`src/sv/ucts_pkg.sv`:
```
// Package for the USB control transfer sequencer.
// Holds the event and action codes, the stage and command types and the
// structs passed between the front, the queue and the back. No dependencies.
`default_nettype none

package ucts_pkg;

   localparam int unsigned MAX_PKT     = 64;
   localparam int unsigned MIN_PKT     = 8;
   localparam int unsigned QUEUE_DEPTH = 2;
   localparam int unsigned QPTR_W      = $clog2(QUEUE_DEPTH);
   localparam int unsigned QCNT_W      = $clog2(QUEUE_DEPTH + 1);

   localparam logic [2:0] OP_BUS_RESET = 3'd0;
   localparam logic [2:0] OP_SETUP     = 3'd1;
   localparam logic [2:0] OP_OUT_RX    = 3'd2;
   localparam logic [2:0] OP_IN_SENT   = 3'd3;
   localparam logic [2:0] OP_START_IN  = 3'd4;
   localparam logic [2:0] OP_START_OUT = 3'd5;
   localparam logic [2:0] OP_STATUS    = 3'd6;

   localparam logic [3:0] ACT_SEND        = 4'd0;
   localparam logic [3:0] ACT_STALL       = 4'd1;
   localparam logic [3:0] ACT_ARM         = 4'd2;
   localparam logic [3:0] ACT_ARM_ZERO    = 4'd3;
   localparam logic [3:0] ACT_SETUP_READY = 4'd4;
   localparam logic [3:0] ACT_STORE       = 4'd5;
   localparam logic [3:0] ACT_OUT_DONE    = 4'd6;
   localparam logic [3:0] ACT_IN_DONE     = 4'd7;
   localparam logic [3:0] ACT_STATUS_DONE = 4'd8;
   localparam logic [3:0] ACT_ERROR       = 4'd9;

   typedef enum logic [2:0] {
      CMD_BUS_RESET,
      CMD_SETUP,
      CMD_OUT_RX,
      CMD_IN_SENT,
      CMD_START_IN,
      CMD_START_OUT,
      CMD_STATUS,
      CMD_BAD
   } cmd_type;

   typedef enum logic [5:0] {
      ST_SETUP        = 6'b000001,
      ST_DATA_IN      = 6'b000010,
      ST_DATA_IN_LAST = 6'b000100,
      ST_DATA_OUT     = 6'b001000,
      ST_STATUS_IN    = 6'b010000,
      ST_STATUS_OUT   = 6'b100000
   } stage_type;

   typedef struct packed {
      cmd_type     cmd;
      logic [6:0]  rx_bytes;
      logic [15:0] block_len;
      logic        success;
      logic        len_short;
      logic [15:0] len_rem;
      logic        rx_short;
   } qent_type;

   typedef struct packed {
      logic [3:0]  action;
      logic [6:0]  pkt_len;
      logic [15:0] offset;
      logic [15:0] byte_count;
      logic        status_dir_in;
      logic        last;
   } result_type;

endpackage

`default_nettype wire

```
`src/sv/ucts_if.sv`:
```
// Request and response channel interfaces of the USB control transfer sequencer.
// Valid/ready handshake with the payload fields; no dependencies.
`default_nettype none

interface ucts_req_if;
   logic        valid;
   logic        ready;
   logic [2:0]  op;
   logic [6:0]  rx_bytes;
   logic [15:0] block_len;
   logic        success;

   modport source(output valid, op, rx_bytes, block_len, success, input ready);
   modport sink(input valid, op, rx_bytes, block_len, success, output ready);
endinterface

interface ucts_rsp_if;
   logic        valid;
   logic        ready;
   logic [3:0]  action;
   logic [6:0]  pkt_len;
   logic [15:0] offset;
   logic [15:0] byte_count;
   logic        status_dir_in;
   logic        last;

   modport source(output valid, action, pkt_len, offset, byte_count, status_dir_in, last,
                  input ready);
   modport sink(input valid, action, pkt_len, offset, byte_count, status_dir_in, last,
                output ready);
endinterface

`default_nettype wire

```
`src/sv/ucts_front.sv`:
```
// Front end: accepts requests and classifies them into queue entries.
// Depends on ucts_pkg and ucts_req_if.
`default_nettype none

module ucts_front
   import ucts_pkg::*;
(
   ucts_req_if.sink    req,
   input  wire logic [6:0] max_pkt,
   input  wire logic       q_full,
   output logic            q_push,
   output qent_type        q_data
);

   cmd_type cmd;

   always_comb begin
      case (req.op)
         OP_BUS_RESET: begin
            cmd = CMD_BUS_RESET;
         end
         OP_SETUP: begin
            cmd = CMD_SETUP;
         end
         OP_OUT_RX: begin
            cmd = CMD_OUT_RX;
         end
         OP_IN_SENT: begin
            cmd = CMD_IN_SENT;
         end
         OP_START_IN: begin
            cmd = CMD_START_IN;
         end
         OP_START_OUT: begin
            cmd = CMD_START_OUT;
         end
         OP_STATUS: begin
            cmd = CMD_STATUS;
         end
         default: begin
            cmd = CMD_BAD;
         end
      endcase
   end

   assign req.ready = ~q_full;
   assign q_push    = req.valid & ~q_full;

   always_comb begin
      q_data.cmd       = cmd;
      q_data.rx_bytes  = req.rx_bytes;
      q_data.block_len = req.block_len;
      q_data.success   = req.success;
      q_data.len_short = req.block_len < {9'd0, max_pkt};
      q_data.len_rem   = req.block_len - {9'd0, max_pkt};
      q_data.rx_short  = req.rx_bytes < max_pkt;
   end

endmodule

`default_nettype wire

```
`src/sv/ucts_queue.sv`:
```
// Short FIFO of classified requests between the front and the back.
// Depends on ucts_pkg.
`default_nettype none

module ucts_queue
   import ucts_pkg::*;
(
   input  wire logic     clock,
   input  wire logic     reset,
   input  wire logic     push,
   input  wire qent_type din,
   output logic          full,
   input  wire logic     pop,
   output logic          valid,
   output qent_type      dout
);

   qent_type            mem_ff [QUEUE_DEPTH];
   logic [QPTR_W-1:0]   wr_ptr_ff, wr_ptr_in;
   logic [QPTR_W-1:0]   rd_ptr_ff, rd_ptr_in;
   logic [QCNT_W-1:0]   cnt_ff, cnt_in;
   logic                do_pop;

   assign full   = cnt_ff == QCNT_W'(QUEUE_DEPTH);
   assign valid  = cnt_ff != '0;
   assign dout   = mem_ff[rd_ptr_ff];
   assign do_pop = pop & valid;

   always_comb begin
      wr_ptr_in = wr_ptr_ff;
      rd_ptr_in = rd_ptr_ff;
      cnt_in    = cnt_ff;
      if (push) begin
         wr_ptr_in = (wr_ptr_ff == QPTR_W'(QUEUE_DEPTH - 1)) ? '0 : wr_ptr_ff + 1'b1;
      end
      if (do_pop) begin
         rd_ptr_in = (rd_ptr_ff == QPTR_W'(QUEUE_DEPTH - 1)) ? '0 : rd_ptr_ff + 1'b1;
      end
      if (push && !do_pop) begin
         cnt_in = cnt_ff + 1'b1;
      end else if (!push && do_pop) begin
         cnt_in = cnt_ff - 1'b1;
      end
   end

   always_ff @(posedge clock) begin
      if (reset) begin
         wr_ptr_ff <= '0;
         rd_ptr_ff <= '0;
         cnt_ff    <= '0;
      end else begin
         wr_ptr_ff <= wr_ptr_in;
         rd_ptr_ff <= rd_ptr_in;
         cnt_ff    <= cnt_in;
      end
   end

   always_ff @(posedge clock) begin
      if (push) begin
         mem_ff[wr_ptr_ff] <= din;
      end
   end

endmodule

`default_nettype wire

```
`src/sv/ucts_back.sv`:
```
// Back end: runs the control stage machine on queued requests and holds up to
// two pending responses. Depends on ucts_pkg and ucts_rsp_if.
`default_nettype none

module ucts_back
   import ucts_pkg::*;
(
   input  wire logic       clock,
   input  wire logic       reset,
   input  wire logic [6:0] max_pkt,
   input  wire logic       q_valid,
   input  wire qent_type   q_data,
   output logic            q_pop,
   ucts_rsp_if.source      rsp
);

   stage_type   stage_ff, stage_in;
   logic [15:0] bytes_left_ff, bytes_left_in;
   logic [15:0] buf_pos_ff, buf_pos_in;
   result_type  slot0_ff, slot0_in;
   result_type  slot1_ff, slot1_in;
   logic [1:0]  cnt_ff, cnt_in;

   result_type  r0;
   result_type  r1;
   logic        two;
   logic        rsp_take;
   logic        rx_ge;
   logic [6:0]  use_len;
   logic        out_done;
   logic [6:0]  pkt;

   assign rsp_take = rsp.valid & rsp.ready;
   assign q_pop    = q_valid & ((cnt_ff == 2'd0) | ((cnt_ff == 2'd1) & rsp_take));

   assign rx_ge    = {9'd0, q_data.rx_bytes} >= bytes_left_ff;
   assign use_len  = rx_ge ? bytes_left_ff[6:0] : q_data.rx_bytes;
   assign out_done = q_data.rx_short | rx_ge;

   always_comb begin
      r0            = '0;
      r1            = '0;
      two           = 1'b0;
      pkt           = '0;
      stage_in      = stage_ff;
      bytes_left_in = bytes_left_ff;
      buf_pos_in    = buf_pos_ff;
      case (q_data.cmd)
         CMD_BUS_RESET: begin
            stage_in      = ST_SETUP;
            bytes_left_in = '0;
            buf_pos_in    = '0;
            r0.action     = ACT_ARM;
            r0.pkt_len    = max_pkt;
         end
         CMD_SETUP: begin
            stage_in      = ST_SETUP;
            bytes_left_in = '0;
            buf_pos_in    = '0;
            r0.action     = ACT_SETUP_READY;
         end
         CMD_OUT_RX: begin
            if (stage_ff == ST_STATUS_IN) begin
               stage_in         = ST_SETUP;
               r0.action        = ACT_ARM;
               r0.pkt_len       = max_pkt;
               r1.action        = ACT_STATUS_DONE;
               r1.status_dir_in = 1'b1;
               two              = 1'b1;
            end else if (stage_ff == ST_DATA_OUT) begin
               bytes_left_in = bytes_left_ff - {9'd0, use_len};
               buf_pos_in    = buf_pos_ff + {9'd0, use_len};
               if (use_len != '0) begin
                  r0.action  = ACT_STORE;
                  r0.pkt_len = use_len;
                  r0.offset  = buf_pos_ff;
                  two        = 1'b1;
                  if (out_done) begin
                     r1.action     = ACT_OUT_DONE;
                     r1.byte_count = buf_pos_in;
                  end else begin
                     r1.action  = ACT_ARM;
                     r1.pkt_len = max_pkt;
                  end
               end else if (out_done) begin
                  r0.action     = ACT_OUT_DONE;
                  r0.byte_count = buf_pos_ff;
               end else begin
                  r0.action  = ACT_ARM;
                  r0.pkt_len = max_pkt;
               end
            end else begin
               r0.action = ACT_ERROR;
            end
         end
         CMD_IN_SENT: begin
            if (stage_ff == ST_DATA_IN) begin
               if (bytes_left_ff == '0) begin
                  pkt      = '0;
                  stage_in = ST_DATA_IN_LAST;
               end else if (bytes_left_ff < {9'd0, max_pkt}) begin
                  pkt           = bytes_left_ff[6:0];
                  bytes_left_in = '0;
                  stage_in      = ST_DATA_IN_LAST;
               end else begin
                  pkt           = max_pkt;
                  bytes_left_in = bytes_left_ff - {9'd0, max_pkt};
               end
               buf_pos_in = buf_pos_ff + {9'd0, pkt};
               r0.action  = ACT_SEND;
               r0.pkt_len = pkt;
               r0.offset  = buf_pos_ff;
            end else if (stage_ff == ST_DATA_IN_LAST) begin
               stage_in  = ST_STATUS_IN;
               r0.action = ACT_ARM_ZERO;
               r1.action = ACT_IN_DONE;
               two       = 1'b1;
            end else if (stage_ff == ST_STATUS_OUT) begin
               stage_in   = ST_SETUP;
               r0.action  = ACT_ARM;
               r0.pkt_len = max_pkt;
               r1.action  = ACT_STATUS_DONE;
               two        = 1'b1;
            end else begin
               r0.action = ACT_ERROR;
            end
         end
         CMD_START_IN: begin
            if (q_data.len_short) begin
               pkt           = q_data.block_len[6:0];
               stage_in      = ST_DATA_IN_LAST;
               bytes_left_in = '0;
            end else begin
               pkt           = max_pkt;
               stage_in      = ST_DATA_IN;
               bytes_left_in = q_data.len_rem;
            end
            buf_pos_in = {9'd0, pkt};
            r0.action  = ACT_SEND;
            r0.pkt_len = pkt;
         end
         CMD_START_OUT: begin
            stage_in      = ST_DATA_OUT;
            bytes_left_in = q_data.block_len;
            buf_pos_in    = '0;
            r0.action     = ACT_ARM;
            r0.pkt_len    = max_pkt;
         end
         CMD_STATUS: begin
            if (q_data.success) begin
               stage_in  = ST_STATUS_OUT;
               r0.action = ACT_SEND;
            end else begin
               stage_in   = ST_SETUP;
               r0.action  = ACT_STALL;
               r1.action  = ACT_ARM;
               r1.pkt_len = max_pkt;
               two        = 1'b1;
            end
         end
         default: begin
            r0.action = ACT_ERROR;
         end
      endcase
      if (two) begin
         r1.last = 1'b1;
      end else begin
         r0.last = 1'b1;
      end
   end

   always_comb begin
      slot0_in = slot0_ff;
      slot1_in = slot1_ff;
      cnt_in   = cnt_ff;
      if (q_pop) begin
         slot0_in = r0;
         slot1_in = r1;
         cnt_in   = two ? 2'd2 : 2'd1;
      end else if (rsp_take) begin
         slot0_in = slot1_ff;
         cnt_in   = cnt_ff - 2'd1;
      end
   end

   always_ff @(posedge clock) begin
      if (reset) begin
         stage_ff      <= ST_SETUP;
         bytes_left_ff <= '0;
         buf_pos_ff    <= '0;
         cnt_ff        <= '0;
      end else begin
         cnt_ff <= cnt_in;
         if (q_pop) begin
            stage_ff      <= stage_in;
            bytes_left_ff <= bytes_left_in;
            buf_pos_ff    <= buf_pos_in;
         end
      end
   end

   always_ff @(posedge clock) begin
      slot0_ff <= slot0_in;
      slot1_ff <= slot1_in;
   end

   assign rsp.valid         = cnt_ff != 2'd0;
   assign rsp.action        = slot0_ff.action;
   assign rsp.pkt_len       = slot0_ff.pkt_len;
   assign rsp.offset        = slot0_ff.offset;
   assign rsp.byte_count    = slot0_ff.byte_count;
   assign rsp.status_dir_in = slot0_ff.status_dir_in;
   assign rsp.last          = slot0_ff.last;

`ifndef SYNTHESIS
   a_cnt_bound: assert property (@(posedge clock) disable iff (reset)
      cnt_ff != 2'd3)
      else $error("Response buffer count out of range.");

   a_pop_shows: assert property (@(posedge clock) disable iff (reset)
      q_pop |=> rsp.valid)
      else $error("A taken request did not present a response.");

   a_single_last: assert property (@(posedge clock) disable iff (reset)
      (cnt_ff == 2'd1) |-> slot0_ff.last)
      else $error("The only pending response is not marked last.");

   a_pair_first: assert property (@(posedge clock) disable iff (reset)
      (cnt_ff == 2'd2) |-> (!slot0_ff.last && slot1_ff.last))
      else $error("A response pair is marked wrongly.");
`endif

endmodule

`default_nettype wire

```
`src/sv/usb_control_transfer_sequencer.sv`:
```
// Top level of the USB control transfer sequencer: front, request queue, back
// and the max packet register. Depends on ucts_pkg, ucts_if, ucts_front,
// ucts_queue and ucts_back.
//
// A request is taken into a two-entry queue at the edge it is accepted, and
// the back end pops it once it is stored and the response buffer has room;
// its first response is presented in the cycle after the pop. The back end
// delivers one response per cycle while rsp.ready is high, and takes a new
// request when its buffer is empty or its last pending response is taken;
// the response buffer of the back end sets this rate. The packet size written
// through csr_wdata is clamped to 8..64 when stored, and must only be written while no request is pending.
`default_nettype none

module usb_control_transfer_sequencer
   import ucts_pkg::*;
(
   input  wire logic       clock,
   input  wire logic       reset,
   ucts_req_if.sink        req,
   ucts_rsp_if.source      rsp,
   input  wire logic       csr_we,
   input  wire logic [6:0] csr_wdata
);

   logic [6:0] max_pkt_ff, max_pkt_in;
   logic       q_push;
   logic       q_full;
   logic       q_pop;
   logic       q_valid;
   qent_type   q_din;
   qent_type   q_dout;

   always_comb begin
      max_pkt_in = max_pkt_ff;
      if (csr_we) begin
         if (csr_wdata > 7'(MAX_PKT)) begin
            max_pkt_in = 7'(MAX_PKT);
         end else if (csr_wdata < 7'(MIN_PKT)) begin
            max_pkt_in = 7'(MIN_PKT);
         end else begin
            max_pkt_in = csr_wdata;
         end
      end
   end

   always_ff @(posedge clock) begin
      if (reset) begin
         max_pkt_ff <= 7'(MAX_PKT);
      end else begin
         max_pkt_ff <= max_pkt_in;
      end
   end

   ucts_front u_front (
      .req     (req),
      .max_pkt (max_pkt_ff),
      .q_full  (q_full),
      .q_push  (q_push),
      .q_data  (q_din)
   );

   ucts_queue u_queue (
      .clock (clock),
      .reset (reset),
      .push  (q_push),
      .din   (q_din),
      .full  (q_full),
      .pop   (q_pop),
      .valid (q_valid),
      .dout  (q_dout)
   );

   ucts_back u_back (
      .clock   (clock),
      .reset   (reset),
      .max_pkt (max_pkt_ff),
      .q_valid (q_valid),
      .q_data  (q_dout),
      .q_pop   (q_pop),
      .rsp     (rsp)
   );

endmodule

`default_nettype wire

```
`src/flat_wrapper.sv`:
```
// flat-port wrapper written by rule: the top's interface ports become plain ports
module usb_control_transfer_sequencer_flat import ucts_pkg::*;
  (clock, reset, csr_we, csr_wdata, req_valid, req_op, req_rx_bytes, req_block_len, req_success, req_ready, rsp_valid, rsp_action, rsp_pkt_len, rsp_offset, rsp_byte_count, rsp_status_dir_in, rsp_last, rsp_ready);
  ucts_req_if req_i ();
  ucts_rsp_if rsp_i ();
  input  wire logic clock;
  input  wire logic reset;
  input  wire logic csr_we;
  input  wire logic [6:0] csr_wdata;
  input wire logic [$bits(req_i.valid)-1:0] req_valid;
  input wire logic [$bits(req_i.op)-1:0] req_op;
  input wire logic [$bits(req_i.rx_bytes)-1:0] req_rx_bytes;
  input wire logic [$bits(req_i.block_len)-1:0] req_block_len;
  input wire logic [$bits(req_i.success)-1:0] req_success;
  output wire logic [$bits(req_i.ready)-1:0] req_ready;
  output wire logic [$bits(rsp_i.valid)-1:0] rsp_valid;
  output wire logic [$bits(rsp_i.action)-1:0] rsp_action;
  output wire logic [$bits(rsp_i.pkt_len)-1:0] rsp_pkt_len;
  output wire logic [$bits(rsp_i.offset)-1:0] rsp_offset;
  output wire logic [$bits(rsp_i.byte_count)-1:0] rsp_byte_count;
  output wire logic [$bits(rsp_i.status_dir_in)-1:0] rsp_status_dir_in;
  output wire logic [$bits(rsp_i.last)-1:0] rsp_last;
  input wire logic [$bits(rsp_i.ready)-1:0] rsp_ready;
  assign req_i.valid = req_valid;
  assign req_i.op = req_op;
  assign req_i.rx_bytes = req_rx_bytes;
  assign req_i.block_len = req_block_len;
  assign req_i.success = req_success;
  assign req_ready = req_i.ready;
  assign rsp_valid = rsp_i.valid;
  assign rsp_action = rsp_i.action;
  assign rsp_pkt_len = rsp_i.pkt_len;
  assign rsp_offset = rsp_i.offset;
  assign rsp_byte_count = rsp_i.byte_count;
  assign rsp_status_dir_in = rsp_i.status_dir_in;
  assign rsp_last = rsp_i.last;
  assign rsp_i.ready = rsp_ready;
  usb_control_transfer_sequencer u_core (.clock(clock), .reset(reset), .req(req_i), .rsp(rsp_i), .csr_we(csr_we), .csr_wdata(csr_wdata));
endmodule
```
`config.mk`:
```
export PLATFORM = sky130hd
export DESIGN_NAME = usb_control_transfer_sequencer_flat
export DESIGN_NICKNAME = d
export VERILOG_FILES = /design/src/sv/ucts_pkg.sv /design/src/sv/ucts_if.sv /design/src/sv/ucts_front.sv /design/src/sv/ucts_queue.sv /design/src/sv/ucts_back.sv /design/src/sv/usb_control_transfer_sequencer.sv /design/src/flat_wrapper.sv
export SDC_FILE = /design/constraint.sdc
export NUM_CORES = 1
export LEC_CHECK = 0
export CORE_ASPECT_RATIO = 1.4
export CORE_UTILIZATION = 45
export DETAILED_ROUTE_END_ITERATION = 12
export DONT_BUFFER_PORTS = 1
export HOLD_SLACK_MARGIN = 0.06
export PLACE_DENSITY_LB_ADDON = 0.05
export SYNTH_ARGS = -nofsm -noshare
export SYNTH_HDL_FRONTEND = slang
export SYNTH_SLANG_ARGS = --single-unit
```
`constraint.sdc`:
```
create_clock -name clock -period 5.22 [get_ports clock]
set_input_delay 0.783 -clock clock [delete_from_list [all_inputs] [get_ports clock]]
set_output_delay 0.783 -clock clock [all_outputs]
set_load 0.01 [all_outputs]
```
# Yosys cells after proc, flatten, opt, wreduce, memory -nomap -nowiden
# Memories as Yosys holds them, arrays and structs flattened. A register that Yosys moved wholly into a read port is not among the register bits.
# Cells that the tools add are included.
[totals]
ff_bits = 125
ram_bits = 90
inputBits = 39
output_inout_bits = 47
word_cells = 181
mem_count = 1
[op_classes]
n_addsub = 10
magnitude_cmp = 6
n_eq_ne = 26
n_mux = 84
n_bitwise = 12
n_reduce_logical = 23
[memory_table]
columns = ["name", "depth", "width", "rd", "rd_ports_with_merged_regs", "write_ports", "line", "source"]
rows = [
  ["u_core.u_queue.mem_ff", 2, 45, 1, 1, 1, "ucts_queue.sv:18", "qent_type mem_ff [QUEUE_DEPTH];"],
]
[op_table]
columns = ["operator", "count"]
rows = [
  ["$mux 16", 14],
  ["$mux 45", 2],
  ["$mux 7", 12],
  ["$pmux 16 s5", 1],
  ["$pmux 16 s4", 1],
  ["$mux 11", 5],
  ["$sub 16x7->16", 3],
  ["$mux 6", 7],
  ["$mux 39", 1],
  ["$pmux 6 s6", 1],
  ["$add 16x7->16", 2],
  ["$lt 16x7->1", 2],
  ["$mux 32", 1],
  ["$pmux 16 s2", 1],
  ["$mux 4", 7],
  ["$pmux 7 s4", 1],
  ["$pmux 4 s6", 1],
  ["$pmux 3 s7", 1],
  ["$eq 3x3->1 const B", 6],
  ["$mux 1", 17],
  ["$ge 7x16->1", 1],
  ["$logic_not 16->1", 1],
  ["$pmux 7 s2", 1],
  ["$eq 3x2->1 const B", 4],
  ["other kinds (38)", 68],
]

# Depth between registers and ports, before layout
[logic_depth]
depth_word = 9
ltp_mapped = 21

# Hierarchy
# A second synthesis with hierarchy kept.
[unflattened]
cells_unflattened = 1221
area_unflattened_um2 = 12582.1
[by_module_without_submodules]
columns = ["mod", "n_inst", "cells_per_inst", "area_per_inst_um2", "seq_area_each_um2"]
rows = [
  ["ucts_back", 1, 880, 7788.7, 3012.9],
  ["ucts_queue", 1, 162, 3455.8, 2802.7],
  ["ucts_front", 1, 152, 1047.3, 0.0],
  ["usb_control_transfer_sequencer", 1, 27, 290.3, 140.1],
]

# Worst setup path before layout
# Ideal clock, no wire load.
[synth_timing]
path_kind = "reg2reg"
start = "register (tool-made name)"
end = "register u_core.u_back.bytes_left_ff[11]"
setup_time_ns = 0.124
t_arrival_ns = 4.463
required_time_ns = 5.096
setup_slack_ns = 0.633
stages_incl_launch_ff = 21
period_less_slack_ns = 4.587
cell_sequence = "dfxtp_1 -> buf_6 -> buf_6 -> buf_2 -> mux2_2 -> ha_1 -> a21o_1 -> a221o_1 -> a31oi_1 -> nand2b_1 -> buf_2 -> mux2_2 -> inv_1 -> ha_1 -> nor2b_1 -> o31a_1 -> o21ai_0 -> nand2_1 -> xnor2_1 -> a221oi_1 -> o21ai_0"
[synth_lines]
columns = ["item", "line", "source"]
rows = [
  ["to (signal assigned)", "ucts_back.sv:196", "bytes_left_ff <= bytes_left_in;"],
  ["to (decl)", "ucts_back.sv:18", "logic [15:0] bytes_left_ff, bytes_left_in;"],
]

# Worst setup path after layout
[layout_timing]
start = "register u_core.u_back.bytes_left_ff[0]"
end = "register u_core.u_back.buf_pos_ff[12]"
[layout_between]
elab_chain_len = 8
elab_cells_between_ends = 14
[layout_rtl]
columns = ["item", "line", "source"]
rows = [
  ["$lt 16x7->1", "ucts_back.sv:101", "end else if (bytes_left_ff < {9'd0, max_pkt}) begin"],
  ["$mux 7", "ucts_back.sv:101", ""],
  ["$mux 7", "ucts_back.sv:98", "if (bytes_left_ff == '0) begin"],
  ["$mux 7", "ucts_back.sv:97", "if (stage_ff == ST_DATA_IN) begin"],
  ["$mux 7", "ucts_back.sv:48", "case (q_data.cmd)"],
  ["$add 16x7->16", "ucts_back.sv:109", "buf_pos_in = buf_pos_ff + {9'd0, pkt};"],
  ["$mux 16", "ucts_back.sv:97", ""],
  ["$pmux 16 s4 *", "ucts_back.sv:48", ""],
  ["to (signal assigned)", "ucts_back.sv:197", "buf_pos_ff <= buf_pos_in;"],
  ["to (decl)", "ucts_back.sv:19", "logic [15:0] buf_pos_ff, buf_pos_in;"],
]
# Mark *: on every way between the ends. The rest lies on a longest branch, timed or not. The select of a mux whose other input is x is not followed.
# A chain may end at the register's enable or synchronous reset.

==> summary.txt <==
Worst setup path
  • Critical Path Fanout Max: 9
  • Worst path required time: 5.63 ns
  • Worst Path Buf+Inv: 3
  • Setup slack, reg-to-reg: 0.38 ns
  • Top delay family on crit path: compound AO/OA/AOI/OAI gates
  • CP max stage cell: or3b_2
  • CP Depth: 20
  • CP endpoint kind: register
  • CP startpoint: u_core.u_back.bytes_left_ff[0]
  • Worst path arrival time: 5.26 ns
  • Startpoint types: register
  • Reg2reg end: u_core.u_back.buf_pos_ff[12]
  • Reg2Reg Launch Point: u_core.u_back.bytes_left_ff[0]
  • Worst Setup EP: u_core.u_back.buf_pos_ff[12]
  • Crit-path max cell delay: 0.50 ns
  • Worst r2r path cells: 20
  • CP Cell Sequence: inv_1 -> ha_1 -> inv_1 -> fa_1 -> a211o_1 -> a21oi_1 -> o21ai_0 -> nor2_1 -> a21oi_1 -> nor2_1 -> ha_1 -> inv_1 -> fa_1 -> nand2b_1 -> a21oi_1 -> o21ai_0 -> or3b_2 -> xor2_1 -> o32ai_1 -> a31o_2
  • Class of the most critical setup path: register to register

Die
  • Initial cell density of the core: 45.7%
  • Rows: 70
  • Die Y: 195 um
  • DIE WIDTH: 140 um
  • I/O pins: 86
  • Die area: 27100 um2
  • Core area: 26100 um2

Logic synthesis
  • Post-synth EDFFs: 163
  • Compound-Gate Fraction of Synth Area: 16.1%
  • Synth Area in XOR/XNOR: 3.67%
  • Ys async rst share: 0%
  • Largest family of logic cells by synthesized area: compound AO/OA/AOI/OAI gates
  • Top FF cell, synth: edfxtp_1
  • Yosys warns: 0
  • Mux share of post-synthesis cell area: 5.79%
  • Post-synth cell types: 76
  • Register area share after synthesis: 50.0%
  • Cell Area, Synth: 11900 um2
  • Mean Syn Cell Area: 10.5 um2
  • #FFs+latches synth: 216
  • Synth Area in Simple Gates: 14.8%
  • Synthesized net count: 1228
  • Post-Synth Adder-Cell Area: 6.40%
  • Mapped Cells: 1131

Clock tree
  • Postcts setup bufs: 0
  • H-Tree Depth: 1
  • Root buffer cell: clkbuf_16
  • Cts bufs inserted: 23
  • Clk Latency, worst-skew pair: 0.52 ns
  • CTS tree: done
  • Worst-path clk slew: 0.07 ns
  • Cts repair resizes: 0
  • Clk sinks: 216
  • CTS Hold Buffers Added: 0
  • Maximum buffer depth of the clock tree: 3

Finish
  • Diode count: 0
  • Layout cells sized above 1: 9.64%
  • Area growth syn-to-layout: 9.23%
  • Core Util, Final: 49.9%
  • Nets@finish: 1233

Timing
  • Unrepaired setup endpoints after global routing: no
  • F_max: 206 MHz
  • Clock skew: 0.0128 ns
  • Max-slew headroom: 22.3%
  • Worst Max-Slew Pin Slew: 1.16 ns
  • Final hold slack: 0.339 ns
  • Setup TNS: 0 ns
  • Slew Limit Fails: 0
  • Setup violations, final: 0
  • Worst Slack Setup Final: 0.376 ns
  • Final Hold Fails: 0
  • Min cycle time layout: 4.84 ns
  • Final period util: 92.8%

Flow run
  • MaxCap Viol Count: 0

Global route
  • Vias in the first global route: 8774
  • GR Util met3: 3.08%
  • Global-route wire length before repair: 50800 um
  • Largest net degree at the start of global routing: 46
  • GR Util met1: 28.3%
  • Initial antenna violation count: 0
  • Total gr overflow: 0
  • GRT Max-Usage Layer: met2
  • GRT Total Usage: 24.6%
  • Met2 Use GR: 44.6%

Status
  • Failing checks: design-rule violations
  • Outcome: complete, but fails checks

Routing
  • Routed wire length: 33000 um
  • # DRC: 1
  • Drt pass-1 iters: 9
  • WL per Instance: 22.4 um
  • Routed Antenna Nets: 0
  • Initial detailed-routing violation count: 488
  • Via-per-instance ratio: 5.99
  • Via count: 8848

Hold path
  • Hold WC Path Type: input pin to register

Placement
  • Hpwl dp: 24500 um
  • Port buffer count: 0
  • Final Wtd Congestion: 0.939
  • Pre-CTS setup slack: 0.458 ns

Power
  • Power Dens Cells: 634 nW/um2
  • VDD IR max: 320 uV
  • Lkg Pwr: 4.60 nW
## cell usage in the layout (no fill, tap or decap), types with 8 or more instances in the layout
cell / count
inv_1: 42
a221oi_1: 14
o21a_1: 13
nor2_1: 124
a21oi_1: 63
a21o_1: 10
o22ai_1: 23
nor2b_1: 16
o211ai_1: 8
ha_1: 53
xnor2_1: 21
nand2_1: 71
or3_1: 14
nand2b_1: 16
dfxtp_1: 52
mux2_2: 21
and2_1: 23
edfxtp_1: 163
nor4_1: 10
a211oi_1: 22
xor2_1: 29
a31oi_1: 10
nand3_1: 22
clkbuf_16: 23
clkbuf_1: 13
mux2i_1: 41
buf_4: 34
o21ai_0: 46
a22o_1: 17
nor3_1: 30
## worst min-delay path by stage
stage,end,depth (start not counted),start,slack (ns)
after global routing,u_core.u_back.buf_pos_ff[3],1,reset,0.32
after CTS,u_core.u_back.buf_pos_ff[4],1,reset,0.31
after detailed placement,u_core.u_back.stage_ff[3],2,u_core.u_back.stage_ff[3],0.49
after floorplan,u_core.u_back.stage_ff[3],2,u_core.u_back.stage_ff[3],0.46
final,u_core.u_back.buf_pos_ff[4],1,reset,0.34
after global placement,u_core.u_back.rsp.status_dir_in,2,u_core.u_back.slot1_ff[1],0.48
## kinds of logic after synthesis
group | count (synthesis)
adders and majority gates | 58
buffers and inverters | 96
DFF | 216
muxes | 65
xor gates and xnor gates | 50
AOI/OAI and AO/OA | 282
and+or+nand+nor | 364
## synth_stat cells, types with 23 or more instances
cell | instances | area share (%)
a21oi_1 | 63 | 2.6
and2_1 | 23 | 1.2
clkbuf_1 | 34 | 1.1
dfxtp_1 | 53 | 8.9
edfxtp_1 | 163 | 41
ha_1 | 53 | 5.6
inv_1 | 42 | 1.3
mux2i_1 | 41 | 3.4
nand2_1 | 72 | 2.3
nor2_1 | 126 | 4.0
nor3_1 | 30 | 1.3
o21ai_0 | 46 | 1.9
o22ai_1 | 23 | 1.2
xor2_1 | 29 | 2.1
## worst reg2reg max path, delay by kind of cell, from the launching register on
kind | cells | cell delay [ns]
fa+ha+maj | 4 | 1.27
buf+inv | 3 | 0.29
compound gates | 8 | 1.61
xor+xnor | 1 | 0.16
simple gates | 4 | 1.04
flops | 1 | 0.37
## state kept, by name, indices dropped and copies added (netlist names), 4 cells and up, named ones only
| register | flops |
|---|---|
| u_core.u_back.stage_ff | 6 |
| u_core.u_back.buf_pos_ff | 16 |
| u_core.u_back.bytes_left_ff | 16 |
| u_core.max_pkt_ff | 7 |
| u_core.u_back.rsp.action | 4 |
| u_core.u_back.rsp.pkt_len | 7 |
| u_core.u_back.rsp.byte_count | 16 |
| u_core.u_back.rsp.offset | 16 |
| u_core.u_back.slot1_ff | 29 |
| u_core.u_queue.mem_ff | 90 |
## per-stage QoR
stage	cells	power, mW	area (um2)
2_1_floorplan	1131	5.60	11900
5_1_grt	1476	8.79	13000
3_5_place_dp	1435	6.80	12400
4_1_cts	1476	8.31	13000
3_3_place_gp	1435	6.80	12400
6_report	1476	8.25	13000
## per-layer routing
layer  wire length, um  share of wire [%]  up-vias
met3              1330                4.0       82
met4              1630                4.9        0
met1             13200                 40     4298
met2             16800                 51      235
li1                  -                  -     4233
met5                 0                  0        -
## layout make-up
| cell class | count | area (um2) |
|---|---|---|
| fill | 2403 | 13100 |
| sequential | 216 | 5960 |
| multi-input combinational | 819 | 5580 |
| clock buffer | 37 | 638 |
| tap | 324 | 405 |
| timing repair buffer | 34 | 255 |
| inverter | 42 | 158 |
| clock inverter | 4 | 21.3 |
## report_power, final
group	total (mW)	internal [mW]	leakage, nW	switching, mW
Combinational	3.94	1.47	2.29	2.47
Clock	1.48	0.832	0.316	0.644
Sequential	2.83	2.48	1.99	0.355
Total	8.25	4.78	4.60	3.47
Power figures use the tool's default switching activity.
